File: src/tcgr_pkg.sv
package tcgr_pkg;

	// Text grid geometry
	localparam int COLUMNS      = 80;
	localparam int ROWS         = 25;
	localparam int GLYPH_HEIGHT = 16;
	localparam int CHARACTERS   = 256;
	localparam int CELL_WIDTH   = 8;

	localparam int GRID_W_PX = COLUMNS * CELL_WIDTH;
	localparam int GRID_H_PX = ROWS * GLYPH_HEIGHT;

	// Field widths
	localparam int CODE_W  = 8;
	localparam int ADDR_W  = 12;
	localparam int BYTE_W  = 8;
	localparam int COORD_W = 12;
	localparam int COLOR_W = 24;
	localparam int CFG_W   = 24;
	localparam int CFG_IDX_W = 2;

	localparam int STORE_DEPTH = 4096;
	localparam int COL_W  = $clog2(COLUMNS);
	localparam int ROW_W  = $clog2(ROWS + 1);
	localparam int GROW_W = $clog2(GLYPH_HEIGHT);

	localparam int S_TDATA_W = 32;
	localparam int M_TDATA_W = 56;

	localparam int QUEUE_DEPTH = 4;

	// Character codes
	localparam logic [CODE_W-1:0] CODE_LF = 8'h0a;
	localparam logic [CODE_W-1:0] CODE_CR = 8'h0d;

	// Register reset values
	localparam logic [COORD_W-1:0] WIDTH_RESET  = 12'd640;
	localparam logic [COORD_W-1:0] HEIGHT_RESET = 12'd400;
	localparam logic [COLOR_W-1:0] COLOR_RESET  = 24'hffffff;

	// Register indexes
	localparam logic [CFG_IDX_W-1:0] REG_WIDTH  = 2'd0;
	localparam logic [CFG_IDX_W-1:0] REG_HEIGHT = 2'd1;
	localparam logic [CFG_IDX_W-1:0] REG_COLOR  = 2'd2;

	typedef enum logic {
		OP_WRITE = 1'b0,
		OP_DRAW  = 1'b1
	} op_t;

	// One queued command from the front to the back
	typedef struct packed {
		op_t               op;
		logic [CODE_W-1:0] code;
		logic [ADDR_W-1:0] addr;
		logic [BYTE_W-1:0] glyph_byte;
		logic [COL_W-1:0]  col;
		logic [ROW_W-1:0]  row;
	} cmd_t;

	typedef struct packed {
		logic [COORD_W-1:0] width;
		logic [COORD_W-1:0] height;
		logic [COLOR_W-1:0] color;
	} cfg_t;

	typedef enum logic [1:0] {
		BK_IDLE = 2'b01,
		BK_DRAW = 2'b10
	} back_state_t;

endpackage

File: src/tcgr_fifo.sv
module tcgr_fifo (
	input  logic          clk,
	input  logic          arst_n,
	input  logic          push,
	input  tcgr_pkg::cmd_t push_cmd,
	output logic          full,
	input  logic          pop,
	output tcgr_pkg::cmd_t head,
	output logic          empty
);

	localparam int PTR_W = $clog2(tcgr_pkg::QUEUE_DEPTH);
	localparam int CNT_W = $clog2(tcgr_pkg::QUEUE_DEPTH + 1);

	tcgr_pkg::cmd_t   entry_q [tcgr_pkg::QUEUE_DEPTH];
	logic [PTR_W-1:0] wr_ptr_q;
	logic [PTR_W-1:0] rd_ptr_q;
	logic [CNT_W-1:0] count_q;

	assign full  = (count_q == CNT_W'(tcgr_pkg::QUEUE_DEPTH));
	assign empty = (count_q == '0);
	assign head  = entry_q[rd_ptr_q];

	always_ff @(posedge clk) begin
		if (push) begin
			entry_q[wr_ptr_q] <= push_cmd;
		end
	end

	always_ff @(posedge clk or negedge arst_n) begin
		if (!arst_n) begin
			wr_ptr_q <= '0;
			rd_ptr_q <= '0;
			count_q  <= '0;
		end else begin
			if (push) begin
				wr_ptr_q <= wr_ptr_q + PTR_W'(1);
			end
			if (pop) begin
				rd_ptr_q <= rd_ptr_q + PTR_W'(1);
			end
			case ({push, pop})
				2'b10:   count_q <= count_q + CNT_W'(1);
				2'b01:   count_q <= count_q - CNT_W'(1);
				default: count_q <= count_q;
			endcase
		end
	end

endmodule

File: config.mk
export PLATFORM = sky130hd
export DESIGN_NAME = tcgr_fifo
export DESIGN_NICKNAME = d
export VERILOG_FILES = /design/src/tcgr_pkg.sv /design/src/tcgr_fifo.sv
export SDC_FILE = /design/constraint.sdc
export NUM_CORES = 1
export LEC_CHECK = 0
export BUFFER_PORTS_ARGS = -buffer_cell sky130_fd_sc_hd__buf_2
export CAP_MARGIN = 10
export CELL_PAD_IN_SITES_DETAIL_PLACEMENT = 1
export CELL_PAD_IN_SITES_GLOBAL_PLACEMENT = 1
export CORE_AREA = 2 2 122 124
export CTS_BUF_LIST = sky130_fd_sc_hd__clkbuf_4 sky130_fd_sc_hd__clkbuf_8
export CTS_CLUSTER_SIZE = 28
export DETAILED_ROUTE_END_ITERATION = 12
export DIE_AREA = 0 0 124 126
export GPL_ROUTABILITY_DRIVEN = 0
export HOLD_SLACK_MARGIN = 0.03
export PLACE_DENSITY_LB_ADDON = 0.1
export SYNTH_ARGS = -nofsm -noshare
export SYNTH_HDL_FRONTEND = slang
export SYNTH_SLANG_ARGS = --single-unit
export TNS_END_PERCENT = 20
File: constraint.sdc
create_clock -name clk -period 2.2 [get_ports clk]
set_input_delay 0.22 -clock clk [delete_from_list [all_inputs] [get_ports clk]]
set_output_delay 0.22 -clock clk [all_outputs]
set_load 0.05 [all_outputs]
==> results.cfg <==
[status]
status = finished clean

[sta]
hold_viol = 0
layout_setup_ws_ns = 0.0491
final-setup-viol-count = 0
rsz0062_at_grt = true
finClkSkew_ns = 0.0148
tightest_slew_ns = 0.390
fmax_ghz = 0.465
setup_tns_ns = 0
maxSlewHeadroom_pct = 74.0
hold-worst-slack_ns = 0.128
post-route-min-period_ns = 2.15
min_period_over_period_pct = 97.8
finalMaxSlewViolations = 0

[global_routing]
grt_pass1_vias = 3347
grt_max_degree = 34
antenna_found_initial = 0
grt_pass1_wl_um = 18700
grt-ovfl-total = 0
grtUsageTotal_pct = 16.7

[clock_tree]
clkSlewWorstSetupHoldPaths_ns = 0.09
numCtsBuffers = 17
cts.path.max_buffers = 2
cts_sinks = 171
cts_tree = done
cts_root_buf = clkbuf_8
ctsHtreeMaxLevel = 4
clk_latency_ns = 0.45

[yosys]
synth_area_sq_mm = 0.00637
synth_compound_area_share_pct = 0.157
synth_warnings = 0
seq_area_frac_synth_pct = 80.1
synth-xor-area-share_pct = 0.825
syn-instance-count = 252
synth-simple-area-share_pct = 0.806
synth_fp_nets = 303
synth_top_family_by_area = multiplexers
synth-seq-cells = 171
synthDistinctLibCells = 19
synth_fa_ha_area_share_pct = 1.30
avgSynthCellArea_sq_um = 25.3
synth.mux.area_fraction_pct = 14.7

[job]
timing.max_cap.violations = 0

[critical_path]
slowest_stage = mux4_1
crit_chain = buf_6 > mux4_1 > buf_2
crit_family = multiplexers
cp.arrival_ns = 1.93
worst-r2r-cell-count = 4
ff2ff_setup_slack_ns = 0.63
cp_max_fo = 7
cp_num_buf_inv = 2
max_stage_delay_ns = 0.55
end_kind = output port
critical_path_class = flip-flop to output port
critical_path_required_ns = 1.98
start_kind = flip-flop
timing.rr.start = wr_ptr_q[1]$_DFFE_PN0P_
rr_endpoint = entry_q[1][28]$_DFFE_PP_

[route]
routed.top_layer = met4
drt_first_pass_iters = 5
via_per_inst = 5.02
vias = 3036
wl_met2_um = 6030
dr_wl_met3_um = 553
routedWlPerCell_um = 19.6
route.detailed.drc = 0
ant_nets = 0
dr.first_iter.drc_count = 197
wirelength_um = 11900
wl_met1_um = 5200

[final_layout]
layout_common_cells = edfxtp_1, buf_2, dlygate4sd3_1, mux4_2, clkbuf_8
antenna_cells = 0
layout-drive-gt1-share_pct = 42.5
stdcell_count = 605
area_growth_pct = 26.8
final_common_cell = edfxtp_1
nNetsFinal = 459

[place]
place_hpwl_um = 7120
placedCellCount = 526
portBuffers = 87
place_ws_ns = 0.413

[power_and_ir_drop]
leakagePower_nw = 2.85
ir_worst_vdd_mv = 0.800
power_density_mw_per_mm2 = 1450
power_mw = 11.7

[floorplanning]
dieHeight_um = 126
dieWidth_um = 124
core_area_sq_mm = 0.0143
io_pins = 88
die_area_sq_mm = 0.0156
initial_utilization_pct = 44.5
rows = 44

[worst_hold_path]
min_path_type = input pin to async pin
-- logic make-up (layout without fill, tap and decap cells) --
logic type | after synthesis | count (layout)
AO/OA/AOI/OAI | 2 | 2
XOR/XNOR | 6 | 6
adder cells (fa/ha/maj) | 6 | 6
buffers and inverters | 16 | 185
flip-flops | 171 | 171
multiplexers | 41 | 41
AND/OR/NAND/NOR | 10 | 10
-- Yosys cell counts, drive strengths merged --
| library cell | instances | share of area, % |
|---|---|---|
| buf | 9 | 1.7 |
| and3 | 1 | 0.098 |
| dfrtp | 7 | 2.8 |
| inv | 6 | 0.35 |
| edfxtp | 164 | 77 |
| nor3 | 1 | 0.079 |
| fa | 1 | 0.31 |
| xor2 | 4 | 0.55 |
| and2 | 4 | 0.39 |
| o21ai | 2 | 0.16 |
| nand2 | 3 | 0.18 |
| mux4 | 41 | 15 |
| xnor2 | 2 | 0.28 |
| clkbuf | 1 | 0.059 |
| ha | 5 | 0.98 |
| nor2 | 1 | 0.059 |
-- where the power goes --
part           total, mW  switching, mW  internal, mW
sequential          4.47          0.208          4.27
clock               2.50           1.13          1.37
combinational       4.76           3.12          1.63
total               11.7           4.46          7.27
-- final cells by class --
type                       instances  area (sq um)
clock buffer                      18           241
clock inverter                    14           221
fill                            1266          6240
inverter                           6          22.5
multi-input combinational         65          1140
sequential                       171          5100
tap                              184           230
timing repair buffer             147          1120
-- state kept, by name, summed over array words and instances, names as in the netlist --
name and count:
entry_q 164, wr_ptr_q 2, rd_ptr_q 2, count_q 3
-- metrics by stage --
stage | instance area [sq um] | util, %
2_1_floorplan | 6370 | -
3_3_place_gp | 7100 | 49.6
3_5_place_dp | 7100 | 49.6
4_1_cts | 8040 | 56.2
5_1_grt | 8070 | 56.4
6_report | 8070 | 56.4
-- how the worst max path moves through the flow --
stage / slack, ns / to / depth (start not counted) / start
after floorplan: 0.19 / entry_q[2][0]$_DFFE_PP_ / 3 / wr_ptr_q[0]$_DFFE_PN0P_
after global placement: 0.43 / head[31] / 3 / rd_ptr_q[0]$_DFFE_PN0P_
after detailed placement: 0.41 / head[18] / 3 / rd_ptr_q[0]$_DFFE_PN0P_
after CTS: -0.01 / head[18] / 3 / rd_ptr_q[0]$_DFFE_PN0P_
after global routing: -0.03 / head[40] / 3 / rd_ptr_q[0]$_DFFE_PN0P_
final: 0.05 / head[40] / 3 / rd_ptr_q[0]$_DFFE_PN0P_
-- metal layers --
| metal | up-vias | GRT usage [%] |
|---|---|---|
| met5 | - | 0 |
| met4 | 0 | 5.02 |
| met3 | 8 | 5.80 |
| met2 | 70 | 27.4 |
| met1 | 1592 | 21.2 |
| li1 | 1366 | - |
-- worst reg2reg max path: stages, from the launching register on --
cell,delay [ns]
dfrtp_1,0.41
inv_1,0.10
ha_1,0.14
and2_2,0.31
buf_12,0.27
-- what timing repair did --
item                                    CTS  global route
endpoints found under the setup margin   33            22
pin swaps                                 0             0
gates cloned                              0             0
endpoints found under the hold margin   175             0
setup buffers                             3             0
hold buffers                             44             0
gates resized for setup                   5            16
(Power assumes the default switching activity.)
