**config.mk**
```make
export PLATFORM = sky130hd
export DESIGN_NAME = tcgr_front
export DESIGN_NICKNAME = d
export VERILOG_FILES = /design/src/tcgr_pkg.sv /design/src/tcgr_front.sv
export SDC_FILE = /design/constraint.sdc
export NUM_CORES = 1
export LEC_CHECK = 0
export BUFFER_PORTS_ARGS = -buffer_cell sky130_fd_sc_hd__buf_2
export CAP_MARGIN = 20
export CORE_MARGIN = 10
export CORE_UTILIZATION = 34
export CTS_CLUSTER_DIAMETER = 30
export DETAILED_ROUTE_END_ITERATION = 10
export PLACE_DENSITY = 0.76
export SKIP_LAST_GASP = 1
export SLEW_MARGIN = 20
export SYNTH_ARGS = -nofsm -noshare
export SYNTH_HDL_FRONTEND = slang
export SYNTH_SLANG_ARGS = --single-unit
```
**constraint.sdc**
```tcl
create_clock -name clk -period 2.1 [get_ports clk]
set_clock_uncertainty 0.05 [all_clocks]
set_input_delay 0.21 -clock clk [delete_from_list [all_inputs] [get_ports clk]]
set_output_delay 0.21 -clock clk [all_outputs]
set_load 0.03 [all_outputs]
```
**src/tcgr_pkg.sv**
```systemverilog
package tcgr_pkg;

	// Text grid geometry
	localparam int COLUMNS      = 80;
	localparam int ROWS         = 25;
	localparam int GLYPH_HEIGHT = 16;
	localparam int CHARACTERS   = 256;
	localparam int CELL_WIDTH   = 8;

	localparam int GRID_W_PX = COLUMNS * CELL_WIDTH;
	localparam int GRID_H_PX = ROWS * GLYPH_HEIGHT;

	// Field widths
	localparam int CODE_W  = 8;
	localparam int ADDR_W  = 12;
	localparam int BYTE_W  = 8;
	localparam int COORD_W = 12;
	localparam int COLOR_W = 24;
	localparam int CFG_W   = 24;
	localparam int CFG_IDX_W = 2;

	localparam int STORE_DEPTH = 4096;
	localparam int COL_W  = $clog2(COLUMNS);
	localparam int ROW_W  = $clog2(ROWS + 1);
	localparam int GROW_W = $clog2(GLYPH_HEIGHT);

	localparam int S_TDATA_W = 32;
	localparam int M_TDATA_W = 56;

	localparam int QUEUE_DEPTH = 4;

	// Character codes
	localparam logic [CODE_W-1:0] CODE_LF = 8'h0a;
	localparam logic [CODE_W-1:0] CODE_CR = 8'h0d;

	// Register reset values
	localparam logic [COORD_W-1:0] WIDTH_RESET  = 12'd640;
	localparam logic [COORD_W-1:0] HEIGHT_RESET = 12'd400;
	localparam logic [COLOR_W-1:0] COLOR_RESET  = 24'hffffff;

	// Register indexes
	localparam logic [CFG_IDX_W-1:0] REG_WIDTH  = 2'd0;
	localparam logic [CFG_IDX_W-1:0] REG_HEIGHT = 2'd1;
	localparam logic [CFG_IDX_W-1:0] REG_COLOR  = 2'd2;

	typedef enum logic {
		OP_WRITE = 1'b0,
		OP_DRAW  = 1'b1
	} op_t;

	// One queued command from the front to the back
	typedef struct packed {
		op_t               op;
		logic [CODE_W-1:0] code;
		logic [ADDR_W-1:0] addr;
		logic [BYTE_W-1:0] glyph_byte;
		logic [COL_W-1:0]  col;
		logic [ROW_W-1:0]  row;
	} cmd_t;

	typedef struct packed {
		logic [COORD_W-1:0] width;
		logic [COORD_W-1:0] height;
		logic [COLOR_W-1:0] color;
	} cfg_t;

	typedef enum logic [1:0] {
		BK_IDLE = 2'b01,
		BK_DRAW = 2'b10
	} back_state_t;

endpackage

```
**src/tcgr_front.sv**
```systemverilog
module tcgr_front (
	input  logic                            clk,
	input  logic                            arst_n,
	input  logic                            in_valid,
	output logic                            in_ready,
	input  logic                            in_func,
	input  logic [tcgr_pkg::S_TDATA_W-1:0]  in_data,
	output logic                            push,
	output tcgr_pkg::cmd_t                  push_cmd,
	input  logic                            queue_full
);

	logic [tcgr_pkg::COL_W-1:0] col_q;
	logic [tcgr_pkg::ROW_W-1:0] row_q;
	logic                       accept;
	logic                       grid_full;
	logic                       newline;
	tcgr_pkg::op_t              op;
	logic [tcgr_pkg::CODE_W-1:0] code;

	assign op        = tcgr_pkg::op_t'(in_func);
	assign code      = in_data[tcgr_pkg::CODE_W-1:0];
	assign in_ready  = !queue_full;
	assign accept    = in_valid && in_ready;
	assign grid_full = (row_q >= tcgr_pkg::ROW_W'(tcgr_pkg::ROWS));
	assign newline   = (code == tcgr_pkg::CODE_LF) || (code == tcgr_pkg::CODE_CR);

	// Drop characters once the grid is full, and new lines after moving the cursor
	assign push = accept && ((op == tcgr_pkg::OP_WRITE) || (!grid_full && !newline));

	always_comb begin
		push_cmd.op         = op;
		push_cmd.code       = code;
		push_cmd.addr       = in_data[tcgr_pkg::CODE_W +: tcgr_pkg::ADDR_W];
		push_cmd.glyph_byte = in_data[tcgr_pkg::CODE_W + tcgr_pkg::ADDR_W +: tcgr_pkg::BYTE_W];
		push_cmd.col        = col_q;
		push_cmd.row        = row_q;
	end

	always_ff @(posedge clk or negedge arst_n) begin
		if (!arst_n) begin
			col_q <= '0;
			row_q <= '0;
		end else if (accept && (op == tcgr_pkg::OP_DRAW) && !grid_full) begin
			if (newline || (col_q == tcgr_pkg::COL_W'(tcgr_pkg::COLUMNS - 1))) begin
				col_q <= '0;
				row_q <= row_q + tcgr_pkg::ROW_W'(1);
			end else begin
				col_q <= col_q + tcgr_pkg::COL_W'(1);
			end
		end
	end

endmodule

```
==> results.json <==
{
  "outcome": "complete, but fails checks",
  "violations": "negative setup slack",
  "track_usage": 0.0915,
  "rsz0062_at_grt": "true",
  "ff2ff_path_depth": 6,
  "antennaDiodeCount": 0,
  "remaining_drc_errors": 0,
  "num_rows": 18,
  "critPathKind": "register to register",
  "fin_area_um2": 1060,
  "ys_ff_latch": 12,
  "cts_root_buf": "clkbuf_4",
  "slew_violations": 0,
  "syn_nets": 143,
  "required_ns": 2.26,
  "final_nets": 161,
  "period_minus_slack_ns": 2.11,
  "n_fill_cell": 257,
  "cts_tree": "yes",
  "die_w_um": 72.3,
  "dpl.hpwl_mm": 1.74,
  "drv_cap": 0,
  "cp.arrival_ns": 2.27,
  "antenna_found_initial": 0,
  "die_area_um2": 5230,
  "clkLatencyLatePin_ns": 0.30,
  "num_vias": 760,
  "synthToLayoutAreaGrowth_pct": 14.0,
  "die_h_um": 72.3,
  "antenna_left": 0,
  "synth_cell_types": 33,
  "htreeDepth": 1,
  "dp_cells": 142,
  "placed_area_um2": 978,
  "place.gp.congestion": 0.742,
  "tightest_slew_ns": 0.281,
  "start_kind": "register",
  "path_cells": "inv_2, ha_2, or4_4, a311o_1, nand3b_1, o22ai_1",
  "portBuffers": 35,
  "setup_violations": 1,
  "cts.path.max_buffers": 2,
  "initial_core_util": 0.366,
  "path_max_fanout": 6,
  "synth_cells": 103,
  "finalCritPeriodShare": 1.00,
  "grt_max_degree": 13,
  "cts_buffers": 3,
  "power.ir.vdd_worst_mv": 0.399,
  "coreArea_um2": 2540,
  "end_kind": "register",
  "yosysSeqAreaShare": 0.323,
  "crit_path_top_delay_cell": "or4_4",
  "powerDensity_nw_per_um2": 842,
  "drtIter0Drc": 23,
  "fin_util": 0.417,
  "clock_sinks": 12,
  "clkSlewWorstSetupHoldPaths_ns": 0.09,
  "ioPinCount": 80,
  "grt_pass1_vias": 808,
  "fin_ws_ns": -0.00937,
  "firstDrtPassIters": 4,
  "netlist_area_um2": 931,
  "via_per_inst": 5.07,
  "layout_commonest_cell": "buf_2",
  "final_cell_mix": "buf_2 (34), dfrtp_1 (8), buf_4 (8)",
  "total_power_w": 0.000894,
  "leakagePower_nw": 0.520,
  "grt_overflow": 0,
  "max_freq_mhz": 474,
  "drive_gt1_frac": 0.517,
  "hold_path.class": "primary input to async pin",
  "hold_viol": 0,
  "ys_warn_count": 0,
  "finalNonFillerCells": 150,
  "wirelength_mm": 2.31,
  "slowest_delay_ns": 0.42,
  "syn_area_per_cell_um2": 9.04,
  "drt-wirelength-per-cell_um": 15.4,
  "grt_pass1_wl_mm": 3.77,
  "slew_headroom": 0.813
}
==> report_power, final <==
part           total, W  internal, W  switching [W]
Sequential     0.000345     0.000281      0.0000642
Clock          0.000200     0.000106      0.0000942
Combinational  0.000348     0.000120       0.000228
Total          0.000894     0.000507       0.000387
==> worst max-delay path, delay by kind of cell (launching register included) <==
family | cells | cell delay [ns]
AO/OA/AOI/OAI | 2 | 0.64
adder cells (fa/ha/maj) | 1 | 0.15
buffers and inverters | 1 | 0.04
flip-flops | 1 | 0.41
AND/OR/NAND/NOR | 2 | 0.74
==> area by class of cell <==
cell class / count / area [µm²] / area share
sequential: 12 / 305 / 0.288
timing repair buffer: 45 / 263 / 0.248
tap: 30 / 37.5 / 0.0354
clock buffer: 4 / 36.3 / 0.0342
multi-input combinational: 51 / 389 / 0.367
inverter: 8 / 30.0 / 0.0283
==> logic make-up after synthesis <==
| kind of cell | synth area share |
|---|---|
| adder cells (fa/ha/maj) | 0.0403 |
| AO/OA/AOI/OAI | 0.152 |
| multiplexers | 0.0108 |
| flip-flops | 0.323 |
| buffers and inverters | 0.288 |
| XOR/XNOR | 0.0282 |
| AND/OR/NAND/NOR | 0.159 |
==> cells in the mapped netlist (all sizes together) <==
cell type  count  area (µm²)
a211oi         2        32.5
a21oi          4        23.8
a311o          1        10.0
a31o           1        8.76
a31oi          1        6.26
and3           1        6.26
and3b          1        8.76
buf           31         234
clkbuf         1        3.75
dfrtp         12         300
ha             3        37.5
inv            8        30.0
mux2i          1        10.0
nand2          7        26.3
nand2b         2        12.5
nand3          7        35.0
nand3b         1        7.51
nor2           1        3.75
nor3b          1        7.51
nor4           1        6.26
o2111ai        1        8.76
o211ai         3        22.5
o21ai          2        10.0
o22ai          3        18.8
or2            1        6.26
or3            1        6.26
or4            1        11.3
or4b           1        10.0
xor2           3        26.3
==> per-stage QoR <==
step	TNS, ns	setup slack [ns]	hold WS [ns]
global route	-0.709	-0.116	0.293
floorplan	-0.00692	-0.00692	-0.136
global placement	0	0.00711	0.0478
detailed placement	-0.189	-0.0504	0.0598
finish	-0.00937	-0.00937	0.261
CTS	-0.162	-0.0324	0.282
==> per-layer routing <==
layer | up-vias | global-route usage | routed length, µm | part of all wire
met5 | - | 0 | 0 | 0
met4 | 0 | 0.0753 | 72 | 0.031
met3 | 13 | 0.0585 | 356 | 0.15
met2 | 42 | 0.150 | 1080 | 0.47
met1 | 349 | 0.0766 | 805 | 0.35
li1 | 356 | - | - | -
==> state kept, by name (all words and copies together), names as in the netlist <==
name	flops
row_q	5
col_q	7
==> repair_timing <==
| item | CTS | global route |
|---|---|---|
| buffers inserted | 3 | 0 |
| pin swaps | 6 | 5 |
| setup endpoints to repair | 10 | 13 |
| hold endpoints to repair | 12 | 0 |
| hold buffers | 1 | 0 |
| gates resized for setup | 3 | 3 |
==> worst paths after layout <==
kind,from,to,slack [ns]
min reg2reg,row_q[4],row_q[4],0.49
min in group clk,in_data[14],push_cmd[26],0.37
max,row_q[1],col_q[4],-0.009
min,arst_n,row_q[4],0.26
max in group asynchronous,arst_n,col_q[0],1.49
max reg2reg,row_q[1],col_q[4],-0.009
No activity file was read; power rests on OpenSTA's default activity.
